### src/design/bfa_pkg.sv
// ----------------------------------------------------------------------------
// bfa_pkg
// Shared constants for the best-fit block allocator: stream field widths,
// result status codes and the fixed header overhead added to each request.
// ----------------------------------------------------------------------------
package bfa_pkg;

    // stream field widths
    localparam int REQ_W = 16;
    localparam int OFS_W = 12;
    localparam int IN_W  = 16;
    localparam int OUT_W = 16;
    localparam int PAD_W = OUT_W - 1 - OFS_W;

    // bytes added to every request before rounding
    localparam int HEADER_ADD = 8;

    // result status codes
    localparam logic STATUS_OK   = 1'b0;
    localparam logic STATUS_FAIL = 1'b1;

endpackage

### src/design/bfa_ram.sv
// ----------------------------------------------------------------------------
// bfa_ram
// Single-port synchronous RAM, one read or write per cycle, registered read.
// ----------------------------------------------------------------------------
module bfa_ram #(
    parameter int WIDTH = 11,
    parameter int DEPTH = 256
) (
    input  logic                     i_clk,
    input  logic                     i_we,
    input  logic [$clog2(DEPTH)-1:0] i_addr,
    input  logic [WIDTH-1:0]         i_wdata,
    output logic [WIDTH-1:0]         o_rdata
);

    logic [WIDTH-1:0] r_mem [DEPTH];
    logic [WIDTH-1:0] r_rdata;

    // write port and registered read
    always_ff @(posedge i_clk) begin
        if (i_we) begin
            r_mem[i_addr] <= i_wdata;
        end
        r_rdata <= r_mem[i_addr];
    end

    assign o_rdata = r_rdata;

endmodule

### src/design/best_fit_block_allocator.sv
// ----------------------------------------------------------------------------
// best_fit_block_allocator
// Best-fit allocator over an implicit list of block headers held in a RAM.
// ----------------------------------------------------------------------------
// One request is handled at a time. After reset the block writes the initial
// heap header in S_INIT before it takes its first item. The request is
// rounded up to whole granules by an adder and a shift in the accept cycle,
// so ALIGN_BYTES must be a power of two. The walk then visits S_WRD (RAM
// read) and S_WEV (evaluate) for each block header, since the single RAM
// port has a registered read, and S_WRD sees the heap end. If a block was
// found, S_SPL1 writes the chosen header and either S_SPL2 writes the split
// remainder or S_NRD and S_NWR update the successor's previous-in-use mark;
// S_FIN then loads the result. A zero-size request goes from the accept
// straight to S_FIN. A result waits in its output register while the next
// item is accepted; a new result is held back only while one is still
// waiting to be taken.
// ----------------------------------------------------------------------------
module best_fit_block_allocator #(
    parameter int HEAP_BYTES   = 4096,
    parameter int ALIGN_BYTES  = 16,
    parameter int HEADER_BYTES = 8
) (
    input  logic                     i_clk,
    input  logic                     i_rst_n,
    input  logic                     i_s_tvalid,
    output logic                     o_s_tready,
    input  logic [bfa_pkg::IN_W-1:0] i_s_tdata,   // [15:0] request_bytes
    output logic                     o_m_tvalid,
    input  logic                     i_m_tready,
    output logic [bfa_pkg::OUT_W-1:0] o_m_tdata   // [0] status, [12:1] payload_offset
);
    import bfa_pkg::*;

    // heap geometry
    localparam int NGRAN = HEAP_BYTES / ALIGN_BYTES;
    localparam int AW    = $clog2(NGRAN);
    localparam int SZW   = $clog2(NGRAN + 1);
    localparam int HW    = SZW + 2;
    // round-up widths
    localparam int XW    = $clog2((1 << REQ_W) + HEADER_ADD + ALIGN_BYTES);
    localparam int RW    = $clog2(ALIGN_BYTES);
    localparam int CW    = (XW > SZW) ? XW : SZW;

    localparam logic [SZW-1:0] NGRAN_V = SZW'(NGRAN);
    localparam logic [XW-1:0]  ROUND_V = XW'(HEADER_ADD + ALIGN_BYTES - 1);

    typedef enum logic [3:0] {
        S_INIT, S_IDLE, S_WRD, S_WEV, S_SPL1, S_SPL2, S_NRD, S_NWR, S_FIN
    } t_state;

    // header layout: {size, busy, previous block in use}
    t_state            r_state, n_state;
    logic [CW-1:0]     r_need, n_need;
    logic [SZW-1:0]    r_pos, n_pos;
    logic [SZW-1:0]    r_best_pos, n_best_pos;
    logic [SZW-1:0]    r_best_sz, n_best_sz;
    logic              r_best_prev, n_best_prev;
    logic              r_found, n_found;
    logic              r_status, n_status;
    logic              r_out_valid, n_out_valid;
    logic              r_out_status, n_out_status;
    logic [OFS_W-1:0]  r_out_ofs, n_out_ofs;

    logic              mem_we;
    logic [AW-1:0]     mem_addr;
    logic [HW-1:0]     mem_wdata;
    logic [HW-1:0]     mem_rdata;

    // round-up and walk helpers
    logic [XW-1:0]     req_sum;
    logic [SZW-1:0]    rd_sz;
    logic              rd_busy;
    logic              rd_prev;
    logic [SZW-1:0]    need_sz;
    logic [SZW-1:0]    rem_pos;
    logic [SZW-1:0]    nxt_pos;
    logic [31:0]       ofs_full;

    assign req_sum  = XW'(i_s_tdata[REQ_W-1:0]) + ROUND_V;
    assign rd_sz    = mem_rdata[HW-1:2];
    assign rd_busy  = mem_rdata[1];
    assign rd_prev  = mem_rdata[0];
    assign need_sz  = r_need[SZW-1:0];
    assign rem_pos  = r_best_pos + need_sz;
    assign nxt_pos  = r_best_pos + r_best_sz;
    assign ofs_full = 32'(r_best_pos) * 32'(ALIGN_BYTES) + 32'(HEADER_BYTES);

    bfa_ram #(
        .WIDTH (HW),
        .DEPTH (NGRAN)
    ) u_ram (
        .i_clk   (i_clk),
        .i_we    (mem_we),
        .i_addr  (mem_addr),
        .i_wdata (mem_wdata),
        .o_rdata (mem_rdata)
    );

    // sequencer next-state and RAM port
    always_comb begin
        n_state      = r_state;
        n_need       = r_need;
        n_pos        = r_pos;
        n_best_pos   = r_best_pos;
        n_best_sz    = r_best_sz;
        n_best_prev  = r_best_prev;
        n_found      = r_found;
        n_status     = r_status;
        n_out_status = r_out_status;
        n_out_ofs    = r_out_ofs;
        n_out_valid  = r_out_valid & ~i_m_tready;
        mem_we       = 1'b0;
        mem_addr     = r_pos[AW-1:0];
        mem_wdata    = '0;

        case (r_state)
            // one free block spanning the heap; other entries are never read
            S_INIT: begin
                mem_we    = 1'b1;
                mem_addr  = '0;
                mem_wdata = {NGRAN_V, 1'b0, 1'b1};
                n_state   = S_IDLE;
            end
            // take an item; header added and rounded up to whole granules
            S_IDLE: begin
                if (i_s_tvalid) begin
                    n_status = STATUS_FAIL;
                    n_need   = CW'(req_sum[XW-1:RW]);
                    n_pos    = '0;
                    n_found  = 1'b0;
                    n_state  = (i_s_tdata[REQ_W-1:0] == '0) ? S_FIN : S_WRD;
                end
            end
            S_WRD: begin
                if (r_pos >= NGRAN_V) begin
                    n_state = r_found ? S_SPL1 : S_FIN;
                end else begin
                    n_state = S_WEV;
                end
            end
            // evaluate one header; a corrupt header ends the walk
            S_WEV: begin
                if (rd_sz == '0 || rd_sz > (NGRAN_V - r_pos)) begin
                    n_state = r_found ? S_SPL1 : S_FIN;
                end else begin
                    if (!rd_busy && CW'(rd_sz) >= r_need &&
                        (!r_found || rd_sz < r_best_sz)) begin
                        n_found     = 1'b1;
                        n_best_pos  = r_pos;
                        n_best_sz   = rd_sz;
                        n_best_prev = rd_prev;
                    end
                    n_pos   = r_pos + rd_sz;
                    n_state = S_WRD;
                end
            end
            // mark the chosen block busy
            S_SPL1: begin
                mem_we    = 1'b1;
                mem_addr  = r_best_pos[AW-1:0];
                n_status  = STATUS_OK;
                if (r_best_sz > need_sz) begin
                    mem_wdata = {need_sz, 1'b1, r_best_prev};
                    n_state   = S_SPL2;
                end else begin
                    mem_wdata = {r_best_sz, 1'b1, r_best_prev};
                    n_state   = (nxt_pos < NGRAN_V) ? S_NRD : S_FIN;
                end
            end
            // free remainder after a split
            S_SPL2: begin
                mem_we    = 1'b1;
                mem_addr  = rem_pos[AW-1:0];
                mem_wdata = {r_best_sz - need_sz, 1'b0, 1'b1};
                n_state   = S_FIN;
            end
            // read-modify-write of the successor's previous-in-use mark
            S_NRD: begin
                mem_addr = nxt_pos[AW-1:0];
                n_state  = S_NWR;
            end
            S_NWR: begin
                mem_we    = 1'b1;
                mem_addr  = nxt_pos[AW-1:0];
                mem_wdata = {mem_rdata[HW-1:1], 1'b1};
                n_state   = S_FIN;
            end
            // load the result once the output register is free
            S_FIN: begin
                if (!r_out_valid || i_m_tready) begin
                    n_out_valid  = 1'b1;
                    n_out_status = r_status;
                    n_out_ofs    = (r_status == STATUS_OK) ? ofs_full[OFS_W-1:0] : '0;
                    n_state      = S_IDLE;
                end
            end
            default: begin
                n_state = S_INIT;
            end
        endcase
    end

    // state and registered outputs
    always_ff @(posedge i_clk) begin
        if (!i_rst_n) begin
            r_state     <= S_INIT;
            r_out_valid <= 1'b0;
            r_found     <= 1'b0;
        end else begin
            r_state     <= n_state;
            r_out_valid <= n_out_valid;
            r_found     <= n_found;
        end
        r_need       <= n_need;
        r_pos        <= n_pos;
        r_best_pos   <= n_best_pos;
        r_best_sz    <= n_best_sz;
        r_best_prev  <= n_best_prev;
        r_status     <= n_status;
        r_out_status <= n_out_status;
        r_out_ofs    <= n_out_ofs;
    end

    assign o_s_tready = (r_state == S_IDLE);
    assign o_m_tvalid = r_out_valid;
    assign o_m_tdata  = {{PAD_W{1'b0}}, r_out_ofs, r_out_status};

endmodule

### config.mk
export PLATFORM = sky130hd
export DESIGN_NAME = best_fit_block_allocator
export DESIGN_NICKNAME = d
export VERILOG_FILES = /design/src/design/bfa_pkg.sv /design/src/design/bfa_ram.sv /design/src/design/best_fit_block_allocator.sv
export SDC_FILE = /design/constraint.sdc
export NUM_CORES = 2
export LEC_CHECK = 0
export ABC_AREA = 1
export CAP_MARGIN = 5
export CORE_ASPECT_RATIO = 0.7
export CORE_MARGIN = 4
export CORE_UTILIZATION = 30
export DETAILED_ROUTE_END_ITERATION = 16
export DONT_BUFFER_PORTS = 1
export GPL_ROUTABILITY_DRIVEN = 0
export PLACE_DENSITY = 0.47
export REMOVE_ABC_BUFFERS = 1
export SYNTH_ARGS = -nofsm -noshare
export SYNTH_HDL_FRONTEND = slang
export SYNTH_HIERARCHICAL = 1
export SYNTH_SLANG_ARGS = --single-unit
### constraint.sdc
create_clock -name i_clk -period 15.9 [get_ports i_clk]
set_input_delay 0.795 -clock i_clk [delete_from_list [all_inputs] [get_ports i_clk]]
set_output_delay 0.795 -clock i_clk [all_outputs]
set_load 0.01 [all_outputs]
# Word-level counts from Yosys, hierarchy flattened
# Memory sizes are Yosys's and may differ from the RTL's. A register that Yosys moved wholly into a read port is not among the register bits.
# Index checks and enable logic that the tools add are counted.
dict set report op_classes {
  n_addsub 7
  order_cmp 6
  n_eq_ne 12
  mux 26
  bitwise_logic 3
  reduce_logical 23
}
# cell n
set op_table {}
lappend op_table {{$pmux W11 S4} 1}
lappend op_table {{$mux W4} 8}
lappend op_table {{$pmux W4 S8} 1}
lappend op_table {{$pmux W8 S4} 1}
lappend op_table {{$add A9 B9 Y9} 2}
lappend op_table {{$gt A9 B9 Y1} 2}
lappend op_table {{$mux W9} 2}
lappend op_table {{$pmux W9 S2} 1}
lappend op_table {{$add A16 B5 Y17 const B} 1}
lappend op_table {{$eq A4 B3 Y1 const B} 4}
lappend op_table {{$logic_not A16 Y1} 1}
lappend op_table {{$ge A9 B13 Y1} 1}
lappend op_table {{$add A12 B4 Y12 const B} 1}
lappend op_table {{$mux W11} 1}
lappend op_table {{$ge A9 B9 Y1 const B} 1}
lappend op_table {{$logic_not A9 Y1} 1}
lappend op_table {{$lt A9 B9 Y1} 1}
lappend op_table {{$lt A9 B9 Y1 const B} 1}
lappend op_table {{$mux W1} 9}
lappend op_table {{$sub A9 B9 Y9} 1}
lappend op_table {{$sub A9 B9 Y9 const A} 1}
lappend op_table {{$add A8 B8 Y8} 1}
lappend op_table {{$eq A4 B2 Y1 const B} 2}
lappend op_table {{$ne A2 B2 Y1 const B} 4}
lappend op_table {{other kinds (15)} 28}
dict set report totals {
  register_bits 61
  ram_bits 2816
  out_inout_bits 18
  wordCells 89
  memories 1
}
# memory depth word_bits read_ports rd_clocked_by_memory_dff wr line
set memory_table {}
lappend memory_table {u_ram.r_mem 256 11 1 1 1 bfa_ram.sv:16} ;# logic [WIDTH-1:0] r_mem [DEPTH];

# Depth between registers and ports, before layout
dict set report logic_depth {
  depth_word 6
  mapped_depth 24
  depth_no_buf 20
}

# Hierarchy
# The synthesis kept the hierarchy.
# module n_inst cells_each area_each_um2
set by_module_without_submodules {}
lappend by_module_without_submodules {bfa_ram 1 10891 116165.2}
lappend by_module_without_submodules {best_fit_block_allocator 1 675 5152.4}

# Worst setup path before layout
# OpenSTA, ideal clock, no wires.
dict set report synth_timing {
  path_type {register to register}
  from {register r_state[2]}
  to {memory u_ram.r_mem[0][1] (data pin)}
  setup_ps 2189
  arrival_ps 10877
  t_required_ps 13711
  path_slack_ps 2834
  stages_incl_launch_ff 7
  n_path_buf 0
  period_less_slack_ps 13066
  cell_sequence {dfxtp_1 -> inv_1 -> nor2_1 -> inv_2 -> nor2_2 -> inv_1 -> o21ai_0}
}
dict set report synth_between {
  elab_chain_cells 2
  elab_cells_between_ends 5
  classes_between {3 x eq/ne; 1 x mux; 1 x reduce/logical}
}
# element line
set synth_lines {}
lappend synth_lines {{start, declared} best_fit_block_allocator.sv:52} ;# t_state r_state, n_state;
lappend synth_lines {{start signal, assigned} best_fit_block_allocator.sv:210} ;# r_state <= n_state;
lappend synth_lines {{$eq A4 B3 Y1 or $logic_not A4 Y1 (tied branches)} best_fit_block_allocator.sv:116} ;# case (r_state)
lappend synth_lines {{$pmux W11 S4 *} best_fit_block_allocator.sv:116}
lappend synth_lines {{net mem_wdata[1]} best_fit_block_allocator.sv:66} ;# logic [HW-1:0] mem_wdata;
lappend synth_lines {{end, declared} bfa_ram.sv:16}
# Mark *: on every way through the listed nets, which the timed path passes. The rest lies on a longest branch.

# Worst setup path after layout
dict set report layout_timing {
  from {register r_state[2]}
  to {register u_ram.r_rdata[4] (netlist: u_ram/o_rdata[4]), read port of u_ram.r_mem}
}
dict set report layout_between {
  elab_chain_cells 3
  elab_cells_between_ends 7
  classes_between {4 x eq/ne; 1 x mux; 2 x reduce/logical}
}
# element line
set layout_lines {}
lappend layout_lines {{$eq A4 B3 Y1} best_fit_block_allocator.sv:116}
lappend layout_lines {{$reduce_or A2 Y1 (no source line)} n/a}
lappend layout_lines {{$pmux W8 S4 *} best_fit_block_allocator.sv:116}
lappend layout_lines {{net mem_addr[1]} best_fit_block_allocator.sv:65} ;# logic [AW-1:0] mem_addr;
lappend layout_lines {{end, declared} bfa_ram.sv:17} ;# logic [WIDTH-1:0] r_rdata;
# Marked as above.
# A chain may end at the register's enable or synchronous reset.

==> results.json <==
{
  "drive_above_1_share": 0.0505,
  "fin_nets": 10600,
  "use_met1": 0.270,
  "cp-start-kind": "flip-flop",
  "holdWs_ns": 0.109,
  "busiest_layer": "met1",
  "multi_input_area_um2": 29400,
  "grt_overflow": 0,
  "cp-end-kind": "flip-flop",
  "syn2layout_area_growth_pct": 11.4,
  "worst-slew-pin-transition_ns": 1.41,
  "hold_viol": 0,
  "synthesis.instances": 10700,
  "fillerInstances": 36800,
  "grt_pass1_vias": 70900,
  "finalSetupTns_ns": 0,
  "antenna_found_initial": 24,
  "cts_made_buffers": 249,
  "totalWireLength_um": 345000,
  "htreeDepth": 4,
  "postSynthAreaPerCell_um2": 10.4,
  "leakagePower_nw": 45.5,
  "cp.arrival_ns": 8.18,
  "fin_skew_ns": 0.0527,
  "fp-row-count": 186,
  "antenna_left": 0,
  "drc": 0,
  "clkTransAtPathRegs_ns": 0.06,
  "pre_cts_ws_ns": 8.79,
  "drt_iter0_markers": 8344,
  "slew_viol_final": 0,
  "wire_per_inst_um": 22.2,
  "seq_area_um2": 78700,
  "final.setup.worst_slack_ns": 8.48,
  "insertion_delay_ns": 0.91,
  "fp.dieW_um": 735,
  "core-area_um2": 368000,
  "grt_pass1_wl_um": 500000,
  "grtUsageTotal": 0.177,
  "syn_area_um2": 111000,
  "relSlewSlack": 0.0504,
  "postCtsHoldBufs": 0,
  "grt_max_degree": 193,
  "power.total_mw": 19.1,
  "final.min_clock_period_ns": 7.42,
  "setup_viol": 0,
  "io_pins": 38,
  "cts_buffer_depth": 4,
  "cts_root_buffer": "clkbuf_16",
  "met3_usage": 0.0416,
  "port_buffers": 0,
  "die_y_um": 517,
  "fmax_mhz": 135,
  "post-cts-setup-buffers": 0,
  "die-area_um2": 380000,
  "start_util": 0.302,
  "rsz0062_at_grt": "no",
  "critPathMaxFanout": 145,
  "viasPerCell": 4.80,
  "clkSinkCount": 2627,
  "ctsResizeCount": 0,
  "hold_class": "in -> reg",
  "vdd_drop_max_v": 0.000135,
  "status": "finished, final reports clean",
  "fin_util": 0.337,
  "dp_hpwl_um": 197000,
  "cap_violations": 0,
  "fin_crit_sh": 0.467,
  "cts_tree": "yes",
  "drt-pass1-iter-count": 6,
  "crit_type": "reg -> reg",
  "grtUsageMet2": 0.254,
  "power.density_nw_per_um2": 154,
  "ys_warn_count": 6,
  "num_vias": 74700,
  "crit_required_ns": 16.66
}
[power by group]
| part | total, mW | switching, mW | internal [mW] | leakage [nW] |
|---|---|---|---|---|
| logic | 5.47 | 4.20 | 1.28 | 21.5 |
| clock network | 5.78 | 2.60 | 3.18 | 3.75 |
| registers | 7.80 | 0.0678 | 7.73 | 20.2 |
| total | 19.1 | 6.87 | 12.2 | 45.5 |
[cell type report]
| cell class | instances | area share |
|---|---|---|
| antenna | 7 | 0.000142 |
| clock buffer | 315 | 0.0534 |
| clock inverter | 134 | 0.00854 |
| inverter | 149 | 0.00480 |
| multi-input combinational | 7307 | 0.238 |
| sequential | 2627 | 0.636 |
| tap | 4888 | 0.0494 |
| timing repair buffer | 133 | 0.00962 |
[sequential cells by signal, indices dropped and copies added (netlist names)]
register and flops:
u_ram/o_rdata 10, r_out_ofs 9, r_pos 9, r_best_pos 9, r_need 13, r_best_sz 9
r_out_status 1, u_ram/r_mem 2560, r_state 4, r_status 1, r_found 1, o_m_tvalid 1
[layout by cell type, fill, tap and decap left out, types with 19 or more instances in the layout]
cell type and count:
a21oi_1 89, buf_4 117, clkbuf_1 59, clkbuf_16 254, clkinv_1 59, clkinv_2 43
edfxtp_1 2611, ha_1 60, inv_1 135, nand2_1 6092, nand2_2 19, nand3_1 271
nor2_1 435, o21ai_0 146, o21ai_1 78
[metrics by stage]
| stage | cell area [µm²] | cells |
|---|---|---|
| 6_report | 124000 | 15600 |
| 5_1_grt | 124000 | 15600 |
| 4_1_cts | 124000 | 15600 |
| 3_5_place_dp | 116000 | 15100 |
| 3_3_place_gp | 116000 | 15100 |
| 2_1_floorplan | 108000 | 10100 |
[worst paths after layout]
check / depth (start not counted) / start / slack [ns] / end
worst max-delay path: 22 / r_state[2] / 8.48 / u_ram/o_rdata[4]
worst min-delay path: 3 / i_m_tready / 0.11 / o_m_tvalid
worst max register to register: 22 / r_state[2] / 8.48 / u_ram/o_rdata[4]
worst min register to register: 2 / r_found / 0.54 / r_found
[critical path, stage by stage, from the launching register on]
cell	delay, ns
dfxtp_1	0.37
inv_1	0.07
nor2_1	0.20
nand2_1	0.34
inv_1	0.45
nand2_1	0.18
o2111ai_4	0.10
buf_4	0.63
inv_8	0.37
buf_12	0.39
buf_4	0.45
buf_4	0.36
buf_4	0.37
nand2_1	0.16
nand2_1	0.06
nand2_1	0.05
nand2_1	0.22
o21ai_0	1.15
nand2_1	0.45
nor2_1	0.28
nor2_1	0.07
nor2_1	0.17
nand2_1	0.07
[layer usage]
metal	vias to the layer above	share of wire	wire length (µm)
li1	34700	-	-
met1	37000	0.48	165000
met2	2680	0.42	143000
met3	367	0.089	30700
met4	0	0.018	6210
met5	-	0	0
Note: power is estimated with default switching activity, not from simulation.
